`config.mk`:
```
export PLATFORM = sky130hd
export DESIGN_NAME = tmtr_front
export DESIGN_NICKNAME = d
export VERILOG_FILES = /design/src/tmtr_pkg.sv /design/src/tmtr_front.sv
export SDC_FILE = /design/constraint.sdc
export NUM_CORES = 1
export LEC_CHECK = 0
export BUFFER_PORTS_ARGS = -buffer_cell sky130_fd_sc_hd__buf_2
export CORE_MARGIN = 1
export CORE_UTILIZATION = 35
export CTS_CLUSTER_DIAMETER = 200
export DETAILED_ROUTE_END_ITERATION = 6
export GPL_ROUTABILITY_DRIVEN = 0
export GPL_TIMING_DRIVEN = 0
export PLACE_DENSITY = 0.55
export SYNTH_ARGS = -nofsm -noshare
export SYNTH_HDL_FRONTEND = slang
export SYNTH_SLANG_ARGS = --single-unit
```
`constraint.sdc`:
```
create_clock -name clk -period 12.8 [get_ports clk]
set_clock_uncertainty 0.1 [all_clocks]
set_input_delay 0.64 -clock clk [delete_from_list [all_inputs] [get_ports clk]]
set_output_delay 0.64 -clock clk [all_outputs]
set_load 0.1 [all_outputs]
```
`src/tmtr_pkg.sv`:
```
// ----------------------------------------------------------------------------
// tmtr_pkg
// Shared types, codes and widths of the tempo map tick rescaler.
// ----------------------------------------------------------------------------
package tmtr_pkg;

  // Table geometry
  localparam int TEMPO_ENTRIES = 64;
  localparam int IDX_W         = $clog2(TEMPO_ENTRIES);
  localparam int CNT_W         = $clog2(TEMPO_ENTRIES + 1);

  // Field widths
  localparam int TICK_W  = 31;
  localparam int TEMPO_W = 24;
  localparam int ENTRY_W = TICK_W + TEMPO_W;
  localparam int PROD_W  = TICK_W + TEMPO_W;

  // Divider geometry: product with 32 fraction bits over a 25-bit divisor
  localparam int FRAC_W  = 32;
  localparam int NUM_W   = PROD_W + FRAC_W;
  localparam int DEN_W   = TEMPO_W + 1;
  localparam int DCNT_W  = $clog2(NUM_W + 1);

  // Accumulator whole part, capped at 2^33
  localparam int WHOLE_W = 34;
  localparam logic [WHOLE_W-1:0] ACC_CAP  = 34'h2_0000_0000;
  localparam logic [TICK_W-1:0]  TICK_MAX = 31'h7FFF_FFFF;

  // Front queue
  localparam int QDEPTH  = 2;
  localparam int QPTR_W  = $clog2(QDEPTH);
  localparam int QFILL_W = $clog2(QDEPTH + 1);

  // Opcodes
  localparam logic [1:0] OP_CLEAR   = 2'd0;
  localparam logic [1:0] OP_APPEND  = 2'd1;
  localparam logic [1:0] OP_CONVERT = 2'd2;

  // Status codes
  localparam logic [1:0] ST_OK       = 2'd0;
  localparam logic [1:0] ST_COLLAPSE = 2'd1;
  localparam logic [1:0] ST_FULL     = 2'd2;

  typedef enum logic [1:0] {
    CLS_CLEAR,
    CLS_APPEND,
    CLS_CONVERT,
    CLS_NOP
  } tmtr_cls_t;

  typedef struct packed {
    logic [1:0]         opcode;
    logic [TICK_W-1:0]  tick;
    logic [TEMPO_W-1:0] tempo_milli_bpm;
    logic [TICK_W-1:0]  duration;
  } tmtr_in_t;

  typedef struct packed {
    logic [TICK_W-1:0] new_start_tick;
    logic [TICK_W-1:0] new_duration;
    logic [1:0]        status;
  } tmtr_out_t;

  // Queue entry: classified item
  typedef struct packed {
    tmtr_cls_t cls;
    tmtr_in_t  item;
  } tmtr_q_t;

  // Divider status toward the sequencer
  typedef struct packed {
    logic busy;
    logic done;
  } tmtr_div_stat_t;

endpackage

```
`src/tmtr_front.sv`:
```
// ----------------------------------------------------------------------------
// tmtr_front
// Accepts input beats, classifies the opcode and holds items in a short queue.
// ----------------------------------------------------------------------------
module tmtr_front import tmtr_pkg::*; (
  input  logic     clk,
  input  logic     rst_n,
  input  logic     in_valid,
  output logic     in_stall,
  input  tmtr_in_t in_data,
  output logic     q_valid,
  output tmtr_q_t  q_data,
  input  logic     q_pop
);

  tmtr_q_t              mem_r [QDEPTH];
  logic [QPTR_W-1:0]    wr_ptr_r, wr_ptr_nxt;
  logic [QPTR_W-1:0]    rd_ptr_r, rd_ptr_nxt;
  logic [QFILL_W-1:0]   fill_r, fill_nxt;
  logic                 push;
  tmtr_cls_t            cls;

  // Classify the opcode
  always_comb begin
    unique case (in_data.opcode)
      OP_CLEAR:   cls = CLS_CLEAR;
      OP_APPEND:  cls = CLS_APPEND;
      OP_CONVERT: cls = CLS_CONVERT;
      default:    cls = CLS_NOP;
    endcase
  end

  assign in_stall = (fill_r == QFILL_W'(QDEPTH));
  assign push     = in_valid && !in_stall;
  assign q_valid  = (fill_r != '0);
  assign q_data   = mem_r[rd_ptr_r];

  // Advance pointers and fill level
  always_comb begin
    wr_ptr_nxt = push ? wr_ptr_r + 1'b1 : wr_ptr_r;
    rd_ptr_nxt = q_pop ? rd_ptr_r + 1'b1 : rd_ptr_r;
    fill_nxt   = fill_r;
    if (push && !q_pop) begin
      fill_nxt = fill_r + 1'b1;
    end else if (!push && q_pop) begin
      fill_nxt = fill_r - 1'b1;
    end
  end

  always_ff @(posedge clk) begin
    if (!rst_n) begin
      wr_ptr_r <= '0;
      rd_ptr_r <= '0;
      fill_r   <= '0;
    end else begin
      wr_ptr_r <= wr_ptr_nxt;
      rd_ptr_r <= rd_ptr_nxt;
      fill_r   <= fill_nxt;
    end
  end

  // Store the classified beat
  always_ff @(posedge clk) begin
    if (push) begin
      mem_r[wr_ptr_r] <= '{cls: cls, item: in_data};
    end
  end

  a_fill_bound: assert property (@(posedge clk) disable iff (!rst_n)
    fill_r <= QFILL_W'(QDEPTH))
    else $error("queue fill above depth");

  a_fill_inc: assert property (@(posedge clk) disable iff (!rst_n)
    (push && !q_pop) |=> fill_r == $past(fill_r) + 1'b1)
    else $error("queue fill did not advance on push");

  a_fill_dec: assert property (@(posedge clk) disable iff (!rst_n)
    (q_pop && !push) |=> fill_r == $past(fill_r) - 1'b1)
    else $error("queue fill did not drop on pop");

endmodule

```
==> results of run 1 <==
-- area by class of cell --
class                   instances  share of cell area
well taps                     260              0.0372
repair buffers                189               0.123
plain buffers                  12              0.0133
multi-input cells             107               0.131
clock buffers                  18              0.0490
inverters                       3             0.00129
clock inverters                14              0.0156
flip-flops and latches        185               0.629
-- power by group --
| group | internal [mW] | switching (mW) | total (mW) |
|---|---|---|---|
| Sequential | 0.734 | 0.0129 | 0.747 |
| Clock | 0.274 | 0.230 | 0.504 |
| Combinational | 0.105 | 0.415 | 0.520 |
| Total | 1.11 | 0.658 | 1.77 |
-- cell families after synthesis --
kind of cell             count (synthesis)  share of synthesized area
flip-flops                             185                      0.813
AO/OA/AOI/OAI                            4                    0.00406
adder cells (fa/ha/maj)                  1                    0.00185
buffers and inverters                   15                     0.0188
XOR/XNOR                                 3                    0.00388
AND/OR/NAND/NOR                          9                    0.00887
multiplexers                            90                      0.150
-- layout by cell type (no fill, tap or decap), types with 2 or more instances in the layout --
master      instances
and2_1              3
edfxtp_1          180
clkbuf_16          17
mux2_1             11
xor2_1              2
dfxtp_1             5
inv_8               3
buf_16              6
mux2_2             79
buf_2             183
clkinvlp_4          2
clkinv_2            2
inv_1               2
inv_6               4
clkbuf_1            3
buf_6               9
-- routing by layer --
layer	vias to the layer above	global-route usage
met1	1719	0.152
met4	2	0.0532
met2	124	0.221
met5	-	0
li1	1639	-
met3	13	0.0489
-- metrics by stage --
step,cell area [um^2],total power [mW]
6_report,8760,1.77
5_1_grt,8760,1.84
4_1_cts,8760,1.80
3_5_place_dp,8190,1.29
3_3_place_gp,8010,1.27
2_1_floorplan,6770,1.19
-- worst max-delay path, delay by kind of cell (launching register included) --
kind	cells	cell delay, ns
buffers and inverters	3	0.74
DFF	1	0.31
muxes	1	0.33
-- registers in the layout, summed over array words and instances, names as in the netlist, named ones only --
register	flops
fill_r	2
mem_r	180
rd_ptr_r	1
wr_ptr_r	1
-- worst paths after layout --
check	cells past startpoint	slack (ns)	to
max	4	10.25	q_data[84]
min	1	0.30	mem_r[1][22]
max reg2reg	6	10.41	mem_r[0][12]
min reg2reg	2	0.42	fill_r[1]
==> summary.txt, run 1 <==
Outcome
  • Result of the run: completed

Cells and area
  • Layout cells sized above 1: 0.593
  • Seq. cell area: 5510 um^2
  • Area growth syn-to-layout: 29.3%
  • Final Util: 0.465
  • Fill count: 1649
  • Multi-input gate area in the final layout: 1150 um^2
  • Final net count: 608
  • ANT cells: 0
  • Non-filler cells in the finished layout: 788

GRT
  • Number of antenna violations at the first check in global routing: 2
  • Remaining global-route overflow: 0
  • Largest net degree at the start of global routing: 47
  • Overall global routing resource usage: 0.132
  • Vias in the first global route: 3800
  • Global-route wire length before repair: 19500 um

Timing
  • Shortest period the worst path allows: 2.55 ns
  • Final critical-path share of the clock period: 0.200
  • Max Clk Rate: 392 MHz
  • Final setup slack of the worst path: 10.25 ns
  • Worst slack on hold paths: 0.302 ns
  • Worst-margin pin slew: 1.02 ns
  • RSZ-0062 raised after global routing: no
  • Total count of max-transition violations in the final report: 0
  • Number of endpoints failing setup at the final stage: 0
  • Final-layout setup total negative slack: 0 ns
  • Count of endpoints failing hold in the final timing report: 0
  • Slew margin rel.: 0.319

Yosys
  • Library cell occupying the most area in the post-synthesis netlist: edfxtp_1
  • Sequential cell area fraction in the yosys report: 0.813
  • Cells after synthesis: 307
  • Number of enable flip-flop cells after synthesis: 180
  • Mean Syn Cell Area: 22.1 um^2
  • Synthesized net count: 400
  • Fraction of registers with async set or reset after synthesis: 0
  • Most area-consuming cells after synthesis: edfxtp_1, mux2_2, mux2_1
  • Synth top area share: 0.798
  • Most used flip-flop cell after synthesis: edfxtp_1
  • Count of cell types in the netlist: 23
  • Most common cell in the netlist: edfxtp_1
  • Most numerous cell types in the synthesized netlist: edfxtp_1, mux2_2, mux2_1
  • YS warnings: 0
  • Number of synthesized register bits: 185
  • Synthesized area: 6770 um^2

CTS
  • Total of cells resized after clock tree synthesis: 0
  • Source-to-sink clock delay at the later pin of the worst-skew pair: 0.42 ns
  • Clock Root Buffer: clkbuf_16
  • H-tree levels: 4
  • Clock slew at reported path FFs: 0.07 ns
  • Clock tree from TritonCTS: built
  • Buffer count from post-CTS setup fixing: 0
  • Cts-stage hold buffer count: 0
  • Clock buffer count from CTS: 17
  • Sink count of the clock tree: 185
  • CTS Buffer Depth: 2

Floorplan
  • Area of the core: 18800 um^2
  • Top-level I/O count: 184
  • Die area: 19900 um^2
  • Starting density of the core: 0.360
  • Std-Cell Rows: 50
  • Die Y: 141 um
  • Die boundary width: 141 um

Min path
  • Min-Delay Startpoint: in_data[22]
  • HP Class: in -> reg

Critical path
  • CP max stage cell: mux2_1
  • Kind of end point of the critical path: output port
  • Worst reg2reg path startpoint: fill_r[0]
  • Worst Path Arrival: 1.81 ns
  • Start-to-end type of the worst setup path: reg -> out
  • Worst path cell trace: buf_4, buf_6, mux2_1, buf_2
  • Category of the worst setup path launch point: flop
  • Top fanout value on the critical path: 10
  • Delay of the slowest critical-path stage: 0.33 ns
  • Critical Path RT: 12.06 ns

Detailed routing
  • Wire length on met1: 5190 um
  • Drt first-iter violations: 80
  • Met3 Wirelength: 957 um
  • # DRC: 0
  • Detailed-route via count: 3497
  • Via density: 4.44
  • Routed length per instance: 15.9 um
  • Uppermost signal routing layer after detailed routing: met5
  • Number of iterations in the first detailed-routing pass: 4
  • Routed length on met2: 6230 um
  • Final Routed Wirelength: 12500 um
  • Number of antenna-violating nets in the routed design: 0

Power
  • Peak supply drop: 0.0000932 V
  • Power density normalized to cell area: 202 nW/um^2
  • Reported leakage power: 3.26 nW

Placement
  • Port buffer count: 183
  • Half-perimeter wire length after placement: 8490 um
  • Setup slack at placement: 10.09 ns
  • Number of placed cells counting well taps: 756

Run
  • Max-cap violation count: 0
Note: power is estimated with default switching activity, not from simulation.
==> run 2: changes to the inputs <==
--- a/config.mk
+++ b/config.mk
@@ -12,7 +12,7 @@
 export DETAILED_ROUTE_END_ITERATION = 6
 export GPL_ROUTABILITY_DRIVEN = 0
 export GPL_TIMING_DRIVEN = 0
-export PLACE_DENSITY = 0.55
+export PLACE_DENSITY = 0.57
 export SYNTH_ARGS = -nofsm -noshare
 export SYNTH_HDL_FRONTEND = slang
 export SYNTH_SLANG_ARGS = --single-unit
==> constraint.sdc (replaced) <==
create_clock -name clk -period 2.1 [get_ports clk]
set_clock_uncertainty 0.1 [all_clocks]
set_input_delay 0.105 -clock clk [delete_from_list [all_inputs] [get_ports clk]]
set_output_delay 0.105 -clock clk [all_outputs]
set_load 0.1 [all_outputs]
==> summary.txt, run 2 (synthesized netlist as in run 1, its figures left out) <==
CTS
  • Sink count of the clock tree: 185 (unchanged)
  • H-tree levels: 4 (unchanged)
  • Clock slew at reported path FFs: 0.06 ns (was 0.07 ns)
  • Clock tree from TritonCTS: built (unchanged)
  • Clock Root Buffer: clkbuf_16 (unchanged)
  • CTS Buffer Depth: 2 (unchanged)
  • Clock buffer count from CTS: 17 (unchanged)
  • Source-to-sink clock delay at the later pin of the worst-skew pair: 0.41 ns (was 0.42 ns)
  • Total of cells resized after clock tree synthesis: 0 (unchanged)

Run
  • Max-cap violation count: 0 (unchanged)

Cells and area
  • Register name with the most flops: mem_r (unchanged)
  • Regs by FF count: mem_r x180, fill_r x2 (unchanged)
  • Area growth syn-to-layout: 43.2% (was 29.3%)
  • Largest register FFs: 180 (unchanged)
  • ANT cells: 0 (unchanged)
  • Most used cells in the layout excluding fill and tap cells: buf_2, edfxtp_1, dlygate4sd3_1, mux2_2, clkbuf_16 (was buf_2, edfxtp_1, mux2_2, clkbuf_16, mux2_1)
  • Final net count: 702 (was 608)
  • Layout cells sized above 1: 0.503 (was 0.593)
  • Non-filler cells in the finished layout: 882 (was 788)
  • Leading cell type in the layout, fill and taps excluded: buf_2 (unchanged)

GRT
  • Largest net degree at the start of global routing: 57 (was 47)
  • Remaining global-route overflow: 0 (unchanged)
  • Routing usage on met3: 0.0469 (was 0.0489)
  • Number of antenna violations at the first check in global routing: 0 (was 2)
  • GR peak layer: met2 (unchanged)
  • Global-route wire length before repair: 20500 um (was 19500 um)
  • Met2 usage: 0.245 (was 0.221)
  • Overall global routing resource usage: 0.137 (was 0.132)
  • Vias in the first global route: 4125 (was 3800)
  • Met1 track utilization from global routing: 0.153 (was 0.152)

Timing
  • Total count of max-transition violations in the final report: 0 (unchanged)
  • Final critical-path share of the clock period: 0.954
  • Final-layout setup total negative slack: 0 ns (unchanged)
  • RSZ-0062 raised after global routing: no (unchanged)
  • Count of endpoints failing hold in the final timing report: 0 (unchanged)
  • Max Clk Rate: 499 MHz
  • Shortest period the worst path allows: 2.00 ns
  • Number of endpoints failing setup at the final stage: 0 (unchanged)
  • Worst slack on hold paths: 0.268 ns (was 0.302 ns)
  • Worst-margin pin slew: 0.557 ns (was 1.02 ns)
  • Slew margin rel.: 0.629 (was 0.319)

Power
  • Power density normalized to cell area: 1130 nW/um^2 (was 202 nW/um^2)
  • Reported leakage power: 3.66 nW (was 3.26 nW)
  • Total power of the final layout: 10.9 mW (was 1.77 mW)
  • Peak supply drop: 0.000665 V (was 0.0000932 V)

Detailed routing
  • Routed length per instance: 14.7 um (was 15.9 um)
  • Number of antenna-violating nets in the routed design: 0 (unchanged)
  • Drt first-iter violations: 152 (was 80)
  • Detailed-route via count: 3781 (was 3497)
  • # DRC: 0 (unchanged)
  • Number of iterations in the first detailed-routing pass: 4 (unchanged)
  • Final Routed Wirelength: 13000 um (was 12500 um)
  • Via density: 4.29 (was 4.44)

Min path
  • HP Class: in -> reg (unchanged)

Critical path
  • Delay of the slowest critical-path stage: 0.34 ns (was 0.33 ns)
  • Top fanout value on the critical path: 10 (unchanged)
  • Worst Path Arrival: 1.80 ns (was 1.81 ns)
  • Critical Path RT: 1.89 ns (was 12.06 ns)
  • Start-to-end type of the worst setup path: reg -> out (unchanged)
  • Kind of end point of the critical path: output port (unchanged)
  • Category of the worst setup path launch point: flop (unchanged)
  • CP max stage cell: mux2_2 (was mux2_1)
  • Worst path cell trace: buf_4, buf_6, mux2_2, buf_2 (was buf_4, buf_6, mux2_1, buf_2)

Floorplan
  • Die boundary width: 141 um (unchanged)
  • Std-Cell Rows: 50 (unchanged)
  • Starting density of the core: 0.360 (unchanged)
  • Die area: 19900 um^2 (unchanged)
  • Die Y: 141 um (unchanged)
  • Top-level I/O count: 184 (unchanged)
  • Area of the core: 18800 um^2 (unchanged)

Outcome
  • Result of the run: completed (unchanged)

Placement
  • Port buffer count: 183 (unchanged)
  • Number of placed cells counting well taps: 756 (unchanged)
  • Half-perimeter wire length after placement: 8400 um (was 8490 um)
run 2: cell count changes in the layout (fill, tap and decap cells not counted):
cell	delta
bufinv_16	+1
dfxtp_1	-1
nand2b_4	+1
inv_8	-2
nand2b_2	-1
clkinv_4	+1
dlygate4sd3_1	+91
clkinvlp_4	-1
inv_6	-2
clkbuf_1	+1
buf_4	+3
clkinv_1	+3
dfxtp_2	+1
inv_2	-1
run 2: routing by layer:
metal,part of all wire,routed length [um],up-vias
met4,0.0097,126,0
li1,-,-,1816
met3,0.061,790,11
met2,0.53,6850,109
met5,0,0,-
met1,0.40,5220,1845
run 2: repair_timing:
item,in CTS,in global routing
setup endpoints to repair,19,1
hold buffers,91,0
setup buffers,2,1
endpoints found under the hold margin,185,0
pin swaps,1,1
run 2: power breakdown:
group / leakage, nW / internal [mW] / switching, mW / total [mW]
clock: 0.272 / 1.74 / 1.32 / 3.06
combinational: 1.67 / 0.771 / 2.56 / 3.33
sequential: 1.72 / 4.47 / 0.0787 / 4.55
run 2: worst paths after layout:
path | start | endpoint | slack (ns) | cells after the start
worst max register to register | fill_r[0] | mem_r[1][70] | 0.18 | 3
worst min-delay path | in_valid | mem_r[1][2] | 0.27 | 2
worst max-delay path | flop | q_data[78] | 0.1 | 4
worst min register to register | fill_r[1] | fill_r[1] | 0.45 | 2
run 2: layout make-up:
| cell class | count | area (um^2) |
|---|---|---|
| Inverter | 3 | 18.8 |
| Buffer | 12 | 116 |
| Clock buffer | 19 | 433 |
| Tap cell | 260 | 325 |
| Clock inverter | 13 | 128 |
| Fill cell | 1565 | 9130 |
| Sequential cell | 185 | 5510 |
| Multi-Input combinational cell | 107 | 1160 |
| Timing Repair Buffer | 283 | 2010 |
run 2: critical path: cells and delay by family, from the launching register on:
family,cells,cell delay (ns)
flip-flops,1,0.31
multiplexers,1,0.34
buffers and inverters,3,0.72
run 2: through the flow:
stage / setup WS [ns] / area, um^2 / utilization
after floorplan: -1.22 / 6790 / -
after global placement: -2.32 / 8040 / 0.427
after detailed placement: -0.140 / 8200 / 0.436
after CTS: 0.0261 / 9690 / 0.515
after global routing: 0.00734 / 9700 / 0.515
final: 0.0957 / 9700 / 0.515
